File: src/hw/rtl/qmr_pkg.sv
package qmr_pkg;

    // Number format
    localparam int DATA_WIDTH = 24;
    localparam int FRAC_BITS  = 16;

    // Operands carry one extra bit so that negating the most negative value stays exact
    localparam int OP_W   = DATA_WIDTH + 1;
    localparam int PROD_W = 2 * OP_W;
    localparam int SUM_W  = PROD_W + 2;

    // Terms per product: four components of four products each
    localparam int N_COMP = 4;
    localparam int N_TERM = 16;

    // Component positions
    localparam int CX = 0;
    localparam int CY = 1;
    localparam int CZ = 2;
    localparam int CW = 3;

    typedef logic signed [DATA_WIDTH-1:0] data_t;
    typedef logic signed [OP_W-1:0]       op_t;
    typedef logic signed [PROD_W-1:0]     prod_t;
    typedef logic signed [SUM_W-1:0]      sum_t;

    localparam data_t DATA_MAX = data_t'({1'b0, {(DATA_WIDTH-1){1'b1}}});
    localparam data_t DATA_MIN = data_t'({1'b1, {(DATA_WIDTH-1){1'b0}}});

    // 1.0 in the fixed-point format, held at the largest value when it does not fit
    localparam op_t ONE_OP = (FRAC_BITS < DATA_WIDTH - 1) ?
                             (op_t'(1) <<< FRAC_BITS) : op_t'(DATA_MAX);

    localparam sum_t ROUND_HALF = sum_t'(1) <<< (FRAC_BITS - 1);

    // Hamilton product term table, four terms per output component (x, y, z, w)
    localparam int A_IDX [N_TERM] = '{CW, CX, CY, CZ,  CW, CX, CY, CZ,
                                      CW, CX, CY, CZ,  CW, CX, CY, CZ};
    localparam int B_IDX [N_TERM] = '{CX, CW, CZ, CY,  CY, CZ, CW, CX,
                                      CZ, CY, CX, CW,  CW, CX, CY, CZ};
    // Terms that are subtracted
    localparam logic [N_TERM-1:0] TERM_NEG = 16'b1110_0100_0010_1000;

endpackage

File: src/hw/rtl/qmr_sum_stage.sv
// Adds the signed terms of each component, rounds to nearest and saturates
module qmr_sum_stage
    import qmr_pkg::*;
(
    input  logic  clk,
    input  logic  en,
    input  prod_t prod [N_TERM],
    output data_t res [N_COMP],
    output logic  sat
);

    sum_t  acc [N_COMP];
    sum_t  rnd [N_COMP];
    logic  [N_COMP-1:0] ovf;
    data_t res_next [N_COMP];
    data_t res_reg  [N_COMP];
    logic  sat_reg;

    // Exact sum, round half up, clamp on overflow of the top bits
    always_comb
    begin
        for (int c = 0; c < N_COMP; c++)
        begin
            acc[c] = '0;
            for (int t = 0; t < 4; t++)
            begin
                if (TERM_NEG[4*c + t])
                    acc[c] = acc[c] - sum_t'(prod[4*c + t]);
                else
                    acc[c] = acc[c] + sum_t'(prod[4*c + t]);
            end
            rnd[c] = (acc[c] + ROUND_HALF) >>> FRAC_BITS;
            ovf[c] = !((&rnd[c][SUM_W-1:DATA_WIDTH-1]) || (~|rnd[c][SUM_W-1:DATA_WIDTH-1]));
            if (ovf[c])
                res_next[c] = rnd[c][SUM_W-1] ? DATA_MIN : DATA_MAX;
            else
                res_next[c] = rnd[c][DATA_WIDTH-1:0];
        end
    end

    always_ff @(posedge clk)
    begin
        if (en)
        begin
            res_reg <= res_next;
            sat_reg <= |ovf;
        end
    end

    assign res = res_reg;
    assign sat = sat_reg;

endmodule

File: config.mk
export PLATFORM = sky130hd
export DESIGN_NAME = qmr_sum_stage
export DESIGN_NICKNAME = d
export VERILOG_FILES = /design/src/hw/rtl/qmr_pkg.sv /design/src/hw/rtl/qmr_sum_stage.sv
export SDC_FILE = /design/constraint.sdc
export NUM_CORES = 1
export LEC_CHECK = 0
export ABC_AREA = 1
export BUFFER_PORTS_ARGS = -buffer_cell sky130_fd_sc_hd__buf_2
export CAP_MARGIN = 10
export CORE_AREA = 3 3 345 347
export DETAILED_ROUTE_END_ITERATION = 12
export DIE_AREA = 0 0 348 350
export SYNTH_ARGS = -nofsm -noshare
export SYNTH_HDL_FRONTEND = slang
export SYNTH_SLANG_ARGS = --single-unit
File: constraint.sdc
create_clock -name clk -period 11.6 [get_ports clk]
set_input_delay 1.16 -clock clk [delete_from_list [all_inputs] [get_ports clk]]
set_output_delay 1.16 -clock clk [all_outputs]
set_load 0.01 [all_outputs]
==> flow_metrics.py, run 1 <==
metrics = {
    "setup_path": {
        "cp_slowest_cell": "fa_1",
        "path_depth": 18,
        "crit_chain": "buf_2, fa_1, fa_1, ha_1, ha_1, nand2_1, nor2_1, nand2_1, nor3_1, nand3_1, nand4_1, nand2_1, nor2_1, nand2_1, nor2_1, nand2_1, nand2_2, nand2_1",
        "worst-path-buf-inv": 1,
        "critPathLaunchType": "input pin",
        "critPathRequiredTime_ps": 11750,
        "end_kind": "register",
        "critical_path_class": "input pin to register",
        "crit_arrival_ps": 5490,
        "max_stage_delay_ps": 660,
        "cpLargestDelayFamily": "simple AND/OR/NAND/NOR gates",
        "crit_top_cell": "nand2_1",
        "cp_max_fo": 23,
    },
    "sta": {
        "max_freq_mhz": 187,
        "rsz0062_at_grt": "no",
        "setup_slack_ps": 6260,
        "worst_pin_slew_ps": 871,
        "setup_tns_ps": 0,
        "hold_viol": 0,
        "setup_violations": 0,
        "max_slew_margin_pct": 41.9,
        "slew_viol_final": 0,
        "finalCritPeriodShare_pct": 46.0,
        "finalCriticalPeriod_ps": 5340,
    },
    "die": {
        "io_pins": 899,
        "core_sq_mm": 0.116,
        "start_util_pct": 28.2,
        "die_w_microns": 348,
        "row_count": 125,
        "dieArea_sq_mm": 0.122,
        "die_h_microns": 350,
    },
    "placed_design": {
        "dp_hpwl_microns": 128000,
        "io_buffers": 898,
        "place_congestion": 0.977,
        "place_inst": 7269,
        "place_ws_ps": 5790,
    },
    "routing": {
        "num_vias": 32800,
        "routed_wirelength_microns": 137000,
        "dr_wl_met3_microns": 7010,
        "wl_met2_microns": 69700,
        "dr.pass1.iters": 5,
        "route.detailed.drc": 0,
        "vias_per_cell": 4.49,
        "wl_met1_microns": 56500,
        "drt_iter0_drc": 1647,
        "wl_per_cell_microns": 18.8,
        "antenna_left": 0,
        "top_layer_used": "met5",
    },
    "global_route": {
        "overflow": 0,
        "grtUsageTotal_pct": 22.1,
        "grt_pass1_vias": 33500,
        "grt_first_pass_wirelength_microns": 201000,
        "antenna_found_initial": 21,
        "grt_max_degree": 54,
    },
    "clock_network": {
        "clk_pin_slew_ps": 90,
        "cts_setup_buffers": 0,
        "ctsHoldBuffers": 0,
        "cts_tree": "done",
        "cts-root-buf": "clkbuf_16",
        "clock-sinks": 97,
        "cts_resized": 0,
        "htreeDepth": 3,
        "numCtsBuffers": 9,
        "cts_buffer_depth": 2,
    },
    "cells_and_area": {
        "fin_util_pct": 33.9,
        "largest_reg_flops": 96,
        "fin_nets": 7358,
        "n_fill_cell": 12900,
        "stdcell_count": 7294,
        "drive_gt1_share_pct": 17.8,
        "synthToLayoutAreaGrowth_pct": 20.0,
    },
    "synthesis": {
        "ys_seq_area_share_pct": 8.88,
        "avgSynthCellArea_sq_um": 6.75,
        "ys_warn_count": 0,
        "ys_types": 41,
        "synthCells": 4862,
        "syn_nets": 6464,
        "netlist_area_sq_mm": 0.0328,
        "ys_seq_elements": 97,
    },
    "pwr": {
        "leakage_nw": 22.9,
        "total_power_mw": 7.71,
        "p_switching_mw": 4.68,
        "switching_share_pct": 60.7,
        "powerDensity_mw_per_mm2": 196,
        "max-vdd-ir-drop_uv": 92.8,
        "power_frac_clock_pct": 4.6,
        "pwr-share-seq_pct": 9.7,
        "pwr-share-comb_pct": 85.7,
        "p_int_mw": 3.03,
    },
    "min_path": {
        "hp-class": "input pin to register",
        "hold_depth": 1,
    },
    "flow_run": {
        "drv_cap": 0,
    },
    "outcome": {
        "status": "finished, final reports clean",
    },
}
## power groups by stage
stage	clock (mW)	combinational [mW]	sequential (mW)
6_report	0.358	6.60	0.747
5_1_grt	0.383	7.40	0.763
2_1_floorplan	0	4.20	0.824
4_1_cts	0.372	6.65	0.753
3_5_place_dp	0	6.60	0.757
3_3_place_gp	0	6.62	0.760
## routing by layer
metal / global-route usage (%) / up-vias
met3: 3.09 / 132
met5: 0 / -
met1: 26.4 / 15200
met4: 6.53 / 14
li1: - / 16500
met2: 40.8 / 926
## worst paths after layout
path | start | endpoint | slack [ps]
setup / recovery | prod[427] | res[51] | 6260
hold / removal | en | res[25] | 1300
## cells in the mapped netlist (all sizes together)
| library cell | number | share of area, % |
|---|---|---|
| or2 | 2 | 0.038 |
| nand4 | 86 | 1.6 |
| and2 | 14 | 0.27 |
| buf | 16 | 0.57 |
| nor2 | 364 | 4.5 |
| xnor2 | 63 | 1.7 |
| ha | 404 | 15 |
| o21ai | 33 | 0.51 |
| a31o | 6 | 0.16 |
| nor3b | 1 | 0.023 |
| nand3 | 154 | 2.5 |
| nor3 | 40 | 0.89 |
| a31oi | 25 | 0.48 |
| o21a | 3 | 0.069 |
| a21oi | 192 | 2.9 |
| a211oi | 1 | 0.023 |
| nor4 | 5 | 0.13 |
| a21o | 3 | 0.069 |
| a21boi | 1 | 0.023 |
| o21bai | 33 | 0.78 |
| o31a | 1 | 0.027 |
| edfxtp | 97 | 8.9 |
| xor2 | 37 | 0.99 |
| fa | 396 | 24 |
| inv | 1181 | 14 |
| and3 | 4 | 0.076 |
| nand2 | 1695 | 20 |
| nand3b | 5 | 0.11 |
## cell type report
cell class / count / area [sq um] / area share, %
inverters: 1181 / 4430 / 11.3
diodes: 9 / 22.5 / 0.0572
repair buffers: 899 / 4500 / 11.4
well taps: 1524 / 1910 / 4.84
clock buffers: 9 / 225 / 0.572
clock inverters: 7 / 88.8 / 0.226
multi-input cells: 3568 / 25300 / 64.2
flip-flops and latches: 97 / 2910 / 7.40
## logic make-up (layout without fill, tap and decap cells)
kind of cell | Yosys count | after routing | share of synthesized area (%)
xor gates and xnor gates | 100 | 100 | 2.67
other | 0 | 9 | 0
adders and majority gates | 800 | 800 | 39.6
AOI/OAI and AO/OA | 298 | 298 | 5.07
and+or+nand+nor | 2370 | 2370 | 29.7
DFF | 97 | 97 | 8.88
buffers and inverters | 1197 | 2096 | 14.1
## stage by stage
stage	hold slack (ps)	instance area [sq um]
2_1_floorplan	1270	32800
3_3_place_gp	1590	39000
3_5_place_dp	1580	39000
4_1_cts	1290	39400
5_1_grt	1320	39400
6_report	1300	39400
## cell usage in the layout (no fill, tap or decap), types with 3 or more instances in the layout
cell type  netlist  routed
nand3b_1         5       5
nand2_4          4       4
a31oi_1         25      25
nor3_2          16      16
nand2_2         14      14
buf_2            0     897
diode_2          0       9
o21bai_1        31      31
nor4_1           3       3
xnor2_1         63      63
o21a_1           3       3
clkbuf_16        0       9
nor2_1         334     334
inv_1         1161    1161
nand3_1        143     143
a21o_1           3       3
edfxtp_1        97      97
nand4_1         86      86
nor3_1          23      23
nor2_2          26      26
nor2_4           4       4
fa_1           396     396
xor2_1          37      37
and3_1           4       4
o21ai_0         32      32
inv_2           20      20
nand2_1       1677    1677
a31o_2           6       6
nand3_2         11      11
a21oi_1        192     192
ha_1           404     404
and2_1          12      12
Note: power is estimated with default switching activity, not from simulation.
==> inputs of run 2 (changes only) <==
Settings changed: ABC_AREA 1 to 0, CORE_AREA 3 3 345 347 to 3 3 352 354, DIE_AREA 0 0 348 350 to 0 0 355 357.
Clock period 11.6 ns to 5.2 ns, I/O delays scaled along.
==> run 2 against run 1 <==
Effect of this change:
- the run now ends with negative setup slack left
- routed wire length decreased by 20%
- final cell count decreased by 17%
- combinational power increased to 2.6 times the previous value
- synthesized area decreased by 18%
- design area increased by 1.2%
- worst hold slack got worse by 550 ps
- synthesized cell count decreased by 40%
- clock-buffer cell count unchanged
- sequential power increased by 130%
- non-clock buffer count increased by 663
- critical path type unchanged
==> flow_metrics.py, run 2 <==
metrics = {
    "min_path": {
        "hold_depth": 1,
        "hp-class": "input pin to register",
    },
    "sta": {
        "setup_slack_ps": -333,
        "setup_tns_ps": -457,
        "setup_violations": 10,
        "finalCritPeriodShare_pct": 106,
        "finalCriticalPeriod_ps": 5530,
        "max_freq_mhz": 181,
        "rsz0062_at_grt": "yes",
        "worst_pin_slew_ps": 892,
        "max_slew_margin_pct": 40.5,
        "hold_viol": 0,
        "slew_viol_final": 0,
    },
    "placed_design": {
        "place_congestion": 0.941,
        "place_ws_ps": -1270,
        "io_buffers": 898,
        "dp_hpwl_microns": 101000,
        "place_inst": 5997,
    },
    "synthesis": {
        "yosysMostFrequentCell": "inv_1",
        "synthCells": 2918,
        "synth-adder-area-share_pct": 48.2,
        "synth_area_leaders": "fa_1, ha_1, edfxtp_1",
        "netlist_area_sq_mm": 0.0269,
        "synthArstFlopShare_pct": 0,
        "yosys.area_share.simple_pct": 10.4,
        "ys_top_cells_by_count": "inv_1, ha_1, fa_1, a21oi_1, nand2_1",
        "avgSynthCellArea_sq_um": 9.23,
        "synth_xor_area_share_pct": 4.20,
        "ys_warn_count": 0,
        "yosysTopAreaCell": "fa_1",
        "synth_top_family_by_area": "adder cells",
        "synthMuxAreaShare_pct": 1.18,
        "synth.top_cell.area_share_pct": 29.4,
        "synth_top_flop_cell": "edfxtp_1",
        "syn_nets": 4520,
        "ys_types": 85,
        "ys_seq_area_share_pct": 10.8,
        "ys_seq_elements": 97,
        "synth_compound_area_share_pct": 16.9,
        "synth_edf_count": 97,
    },
    "pwr": {
        "pwr-share-comb_pct": 87.4,
        "max-vdd-ir-drop_uv": 199,
        "p_int_mw": 10.0,
        "power_frac_clock_pct": 4.0,
        "pwr-share-seq_pct": 8.7,
        "total_power_mw": 19.5,
        "p_switching_mw": 9.46,
        "leakage_nw": 20.2,
        "switching_share_pct": 48.5,
        "powerDensity_mw_per_mm2": 489,
    },
    "setup_path": {
        "startpoint": "prod[612]",
        "crit_chain": "buf_6, clkinvlp_4, fa_1, fa_1, ha_4, ha_4, a21oi_4, o21ai_4, a211oi_4, o31ai_4, buf_4, a21oi_4, o21ai_4, o311a_1, or4_1, o41a_1, or4b_4, or3_1",
        "critPathLaunchType": "input pin",
        "crit_end": "sat",
        "max_stage_delay_ps": 570,
        "cp_slowest_cell": "or4b_4",
        "worst-path-buf-inv": 3,
        "critical_path_class": "input pin to register",
        "critPathRequiredTime_ps": 5340,
        "end_kind": "register",
        "crit_arrival_ps": 5670,
        "cpLargestDelayFamily": "compound AO/OA/AOI/OAI gates",
        "cp_max_fo": 5,
        "path_depth": 18,
    },
    "die": {
        "start_util_pct": 22.2,
        "core_sq_mm": 0.121,
        "die_h_microns": 357,
        "row_count": 128,
        "dieArea_sq_mm": 0.127,
        "die_w_microns": 355,
        "io_pins": 899,
    },
    "routing": {
        "dr.pass1.iters": 7,
        "antenna_left": 0,
        "num_vias": 27000,
        "drt_iter0_drc": 1150,
        "wl_per_cell_microns": 18.3,
        "routed_wirelength_microns": 111000,
        "vias_per_cell": 4.46,
        "route.detailed.drc": 0,
    },
    "global_route": {
        "grt_first_pass_wirelength_microns": 164000,
        "grt_pass1_vias": 28700,
        "grtUsageTotal_pct": 16.9,
        "grt_max_degree": 60,
        "antenna_found_initial": 26,
        "overflow": 0,
    },
    "cells_and_area": {
        "n_fill_cell": 12800,
        "synthToLayoutAreaGrowth_pct": 48.0,
        "final_cell_mix": "buf_2, buf_4, inv_1, fa_1, ha_1",
        "drive_gt1_share_pct": 40.4,
        "largest_reg_flops": 96,
        "layout_commonest_cell": "buf_2",
        "fin_nets": 6015,
        "stdcell_count": 6050,
    },
    "clock_network": {
        "clock-sinks": 97,
        "htreeDepth": 3,
        "clk_pin_slew_ps": 80,
        "cts_buffer_depth": 2,
        "numCtsBuffers": 9,
        "cts-root-buf": "clkbuf_16",
        "cts_tree": "done",
        "ctsHoldBuffers": 0,
    },
    "outcome": {
        "violations": "negative setup slack",
        "status": "finished, violations left",
    },
    "flow_run": {
        "drv_cap": 0,
    },
}
-- run 2: cell types whose count changed after synthesis, moves of 38 or more --
cell | previous run | this run
nand3_1 | 143 | 58
inv_1 | 1161 | 509
a21oi_1 | 192 | 230
nor2_1 | 334 | 123
nand2_1 | 1677 | 162
o21ai_0 | 32 | 126
a21o_1 | 3 | 80
clkbuf_1 | 0 | 73
-- run 2: logic make-up after synthesis --
logic type,Yosys count
fa+ha+maj,800
simple gates,570
flops,97
xor+xnor,129
buf+inv,587
mux,31
compound gates,704
-- run 2: area by class of cell --
| type | instances | area, sq um | area share [%] |
|---|---|---|---|
| Antenna cell | 7 | 17.5 | 0.0440 |
| Clock buffer | 9 | 225 | 0.565 |
| Clock inverter | 7 | 81.3 | 0.204 |
| Inverter | 509 | 1920 | 4.81 |
| Multi-Input combinational cell | 2234 | 23000 | 57.6 |
| Sequential cell | 97 | 2910 | 7.31 |
| Tap cell | 1625 | 2030 | 5.10 |
| Timing Repair Buffer | 1562 | 9710 | 24.4 |
-- run 2: metrics by stage --
stage                     hold slack [ps]  area, sq um  util [%]
after floorplan                       632        27000         -
after global placement                945        38000      31.3
after detailed placement              942        38000      31.3
after CTS                             751        38800      31.9
after global routing                  771        39800      32.8
final                                 751        39800      32.8
-- run 2: how the worst min path moves through the flow --
stage,endpoint,slack (ps),from
floorplan,res[0],630,en
global placement,res[47],950,res[47]
detailed placement,res[47],940,res[47]
CTS,res[1],750,en
global route,res[1],770,en
finish,res[1],750,en
-- run 2: repair_timing --
| action | CTS | global route |
|---|---|---|
| gates resized for setup | 64 | 188 |
| buffers inserted | 9 | 17 |
| pin swaps | 23 | 60 |
| gates cloned | 1 | 5 |
| setup endpoints to repair | 72 | 91 |
-- run 2: per-layer routing --
layer  vias to the layer above  share of wire (%)  track usage, %
li1                      13000                  -               -
met1                     13000                 40            19.8
met2                       777                 52            31.3
met3                       143                4.6            2.40
met4                         8                3.9            6.09
met5                         -              0.050               0
-- run 2: power groups by stage --
| stage | sequential [mW] | clock, mW | combinational [mW] |
|---|---|---|---|
| floorplan | 1.92 | 0 | 8.16 |
| global placement | 1.71 | 0 | 15.7 |
| detailed placement | 1.71 | 0 | 15.8 |
| CTS | 1.70 | 0.823 | 16.4 |
| global route | 1.73 | 0.840 | 18.8 |
| finish | 1.69 | 0.775 | 17.0 |
==> inputs of run 3 (changes only) <==
Settings changed: CORE_AREA 3 3 352 354 to 3 3 349 351, DIE_AREA 0 0 355 357 to 0 0 352 354, PLACE_DENSITY_LB_ADDON set to 0.2.
==> run 3 against run 2 <==
Effect of this change:
- the run still ends with negative setup slack left
- largest cell class unchanged
- design area down 0.23%
- worst setup slack better by 48 ps
- clock-buffer cell count unchanged
- sequential cell count unchanged
- power down 0.30%
- utilization up 0.49 points
- largest power group unchanged
- die area down 1.7%
==> flow_metrics.py, run 3 (synthesis results as in run 2) <==
metrics = {
    "global_route": {
        "grt_max_degree": 57,
        "grtUsageTotal_pct": 16.7,
        "antenna_found_initial": 27,
        "overflow": 0,
        "grt_first_pass_wirelength_microns": 161000,
        "grt_pass1_vias": 28000,
    },
    "placed_design": {
        "place_congestion": 0.906,
        "io_buffers": 898,
        "dp_hpwl_microns": 96800,
    },
    "min_path": {
        "worstHoldStart": "en",
        "hold_depth": 1,
        "hp-class": "input pin to register",
        "hold_end": "res[77]",
    },
    "cells_and_area": {
        "layout_commonest_cell": "buf_2",
        "fin_nets": 5996,
        "drive_gt1_share_pct": 40.4,
        "multiInputGateArea_sq_mm": 0.0230,
        "synthToLayoutAreaGrowth_pct": 47.6,
        "fin_util_pct": 33.3,
        "final_cell_mix": "buf_2, buf_4, inv_1, fa_1, ha_1",
        "regArea_sq_mm": 0.00291,
        "n_fill_cell": 12800,
        "largest_reg_flops": 96,
    },
    "setup_path": {
        "cp_slowest_cell": "fa_1",
        "crit_arrival_ps": 5610,
        "critical_path_class": "input pin to register",
        "max_stage_delay_ps": 540,
        "crit_chain": "buf_6, fa_1, fa_1, ha_4, ha_4, a2111oi_4, o21ai_1, a21oi_2, o31ai_4, a2111oi_4, a21boi_2, or3_4, a2111o_1, nor4_4, a21oi_4, or4b_1, or3_1",
        "critPathLaunchType": "input pin",
        "cpLargestDelayFamily": "compound AO/OA/AOI/OAI gates",
        "worst-path-buf-inv": 1,
        "cp_max_fo": 2,
        "end_kind": "register",
        "critPathRequiredTime_ps": 5330,
    },
    "routing": {
        "dr.pass1.iters": 5,
        "drt_iter0_drc": 784,
        "wl_per_cell_microns": 17.7,
        "route.detailed.drc": 0,
        "routed_wirelength_microns": 106000,
        "num_vias": 26200,
        "vias_per_cell": 4.36,
        "antenna_left": 0,
    },
    "flow_run": {
        "drv_cap": 0,
    },
    "sta": {
        "setup_slack_ps": -285,
        "worst_pin_slew_ps": 766,
        "hold_viol": 0,
        "finalCritPeriodShare_pct": 105,
        "slew_viol_final": 0,
        "max_slew_margin_pct": 48.9,
        "max_freq_mhz": 182,
        "rsz0062_at_grt": "yes",
        "setup_violations": 1,
        "finalCriticalPeriod_ps": 5480,
    },
    "clock_network": {
        "htreeDepth": 3,
        "clk_pin_slew_ps": 80,
        "clock-sinks": 97,
        "cts-root-buf": "clkbuf_16",
        "cts_buffer_depth": 2,
        "cts_tree": "done",
        "numCtsBuffers": 9,
    },
    "die": {
        "die_h_microns": 354,
        "io_pins": 899,
        "dieArea_sq_mm": 0.125,
        "start_util_pct": 22.6,
        "die_w_microns": 352,
        "core_sq_mm": 0.119,
        "row_count": 127,
    },
    "outcome": {
        "status": "finished, violations left",
        "violations": "negative setup slack",
    },
    "pwr": {
        "max-vdd-ir-drop_uv": 255,
        "leakage_nw": 20.2,
        "total_power_mw": 19.4,
        "powerDensity_mw_per_mm2": 489,
    },
}
-- run 3: cell types whose count changed in the layout (fill, tap and decap cells not counted), moves of 5 or more --
cell / previous run / this run
buf_4: 643 / 625
ha_4: 24 / 12
o21ai_2: 11 / 23
ha_1: 374 / 385
o21ai_1: 33 / 24
o21ai_0: 94 / 86
nor2_2: 4 / 9
o21ai_4: 3 / 8
-- run 3: final cells by class --
cell class	count	share of cell area [%]
Inverter	509	4.81
Multi-Input combinational cell	2234	57.9
Tap cell	1612	5.07
Clock inverter	7	0.236
Antenna cell	3	0.0189
Clock buffer	9	0.566
Sequential cell	97	7.33
Timing Repair Buffer	1543	24.1
-- run 3: worst max path at each step --
stage	startpoint	end	slack (ps)	depth (start not counted)
final	prod[422]	sat	-280	17
after CTS	prod[422]	sat	-280	17
after floorplan	prod[428]	sat	-130	17
after global placement	prod[414]	sat	-940	20
after global routing	prod[422]	sat	-470	17
after detailed placement	prod[414]	sat	-1000	20
-- run 3: layer usage --
layer,wire length (microns),global-route usage [%],vias up
met5,125,0,-
met4,1460,2.36,18
met3,4860,3.02,92
met2,55700,31.2,619
met1,44200,20.1,12500
li1,-,-,13000
-- run 3: power breakdown --
group	total [mW]	switching (mW)	internal, mW
clock	0.794	0.371	0.423
combinational	16.9	8.87	8.06
sequential	1.71	0.136	1.58
-- run 3: what timing repair did --
item | CTS | global route
setup endpoints to repair | 67 | 93
hold buffers | 0 | 0
pin swaps | 12 | 75
setup buffers | 9 | 17
gates resized for setup | 56 | 221
gates cloned | 0 | 7
-- run 3: through the flow --
| stage | TNS (ps) | setup slack (ps) | instances | hold slack [ps] | instance area, sq um |
|---|---|---|---|---|---|
| 6_report | -285 | -285 | 6014 | 614 | 39800 |
| 5_1_grt | -3850 | -473 | 6012 | 636 | 39800 |
| 4_1_cts | -278 | -278 | 5991 | 627 | 38500 |
| 3_5_place_dp | -45340 | -999 | 5966 | 945 | 37900 |
| 3_3_place_gp | -46870 | -939 | 5966 | 946 | 37900 |
| 2_1_floorplan | -127 | -127 | 2918 | 632 | 27000 |
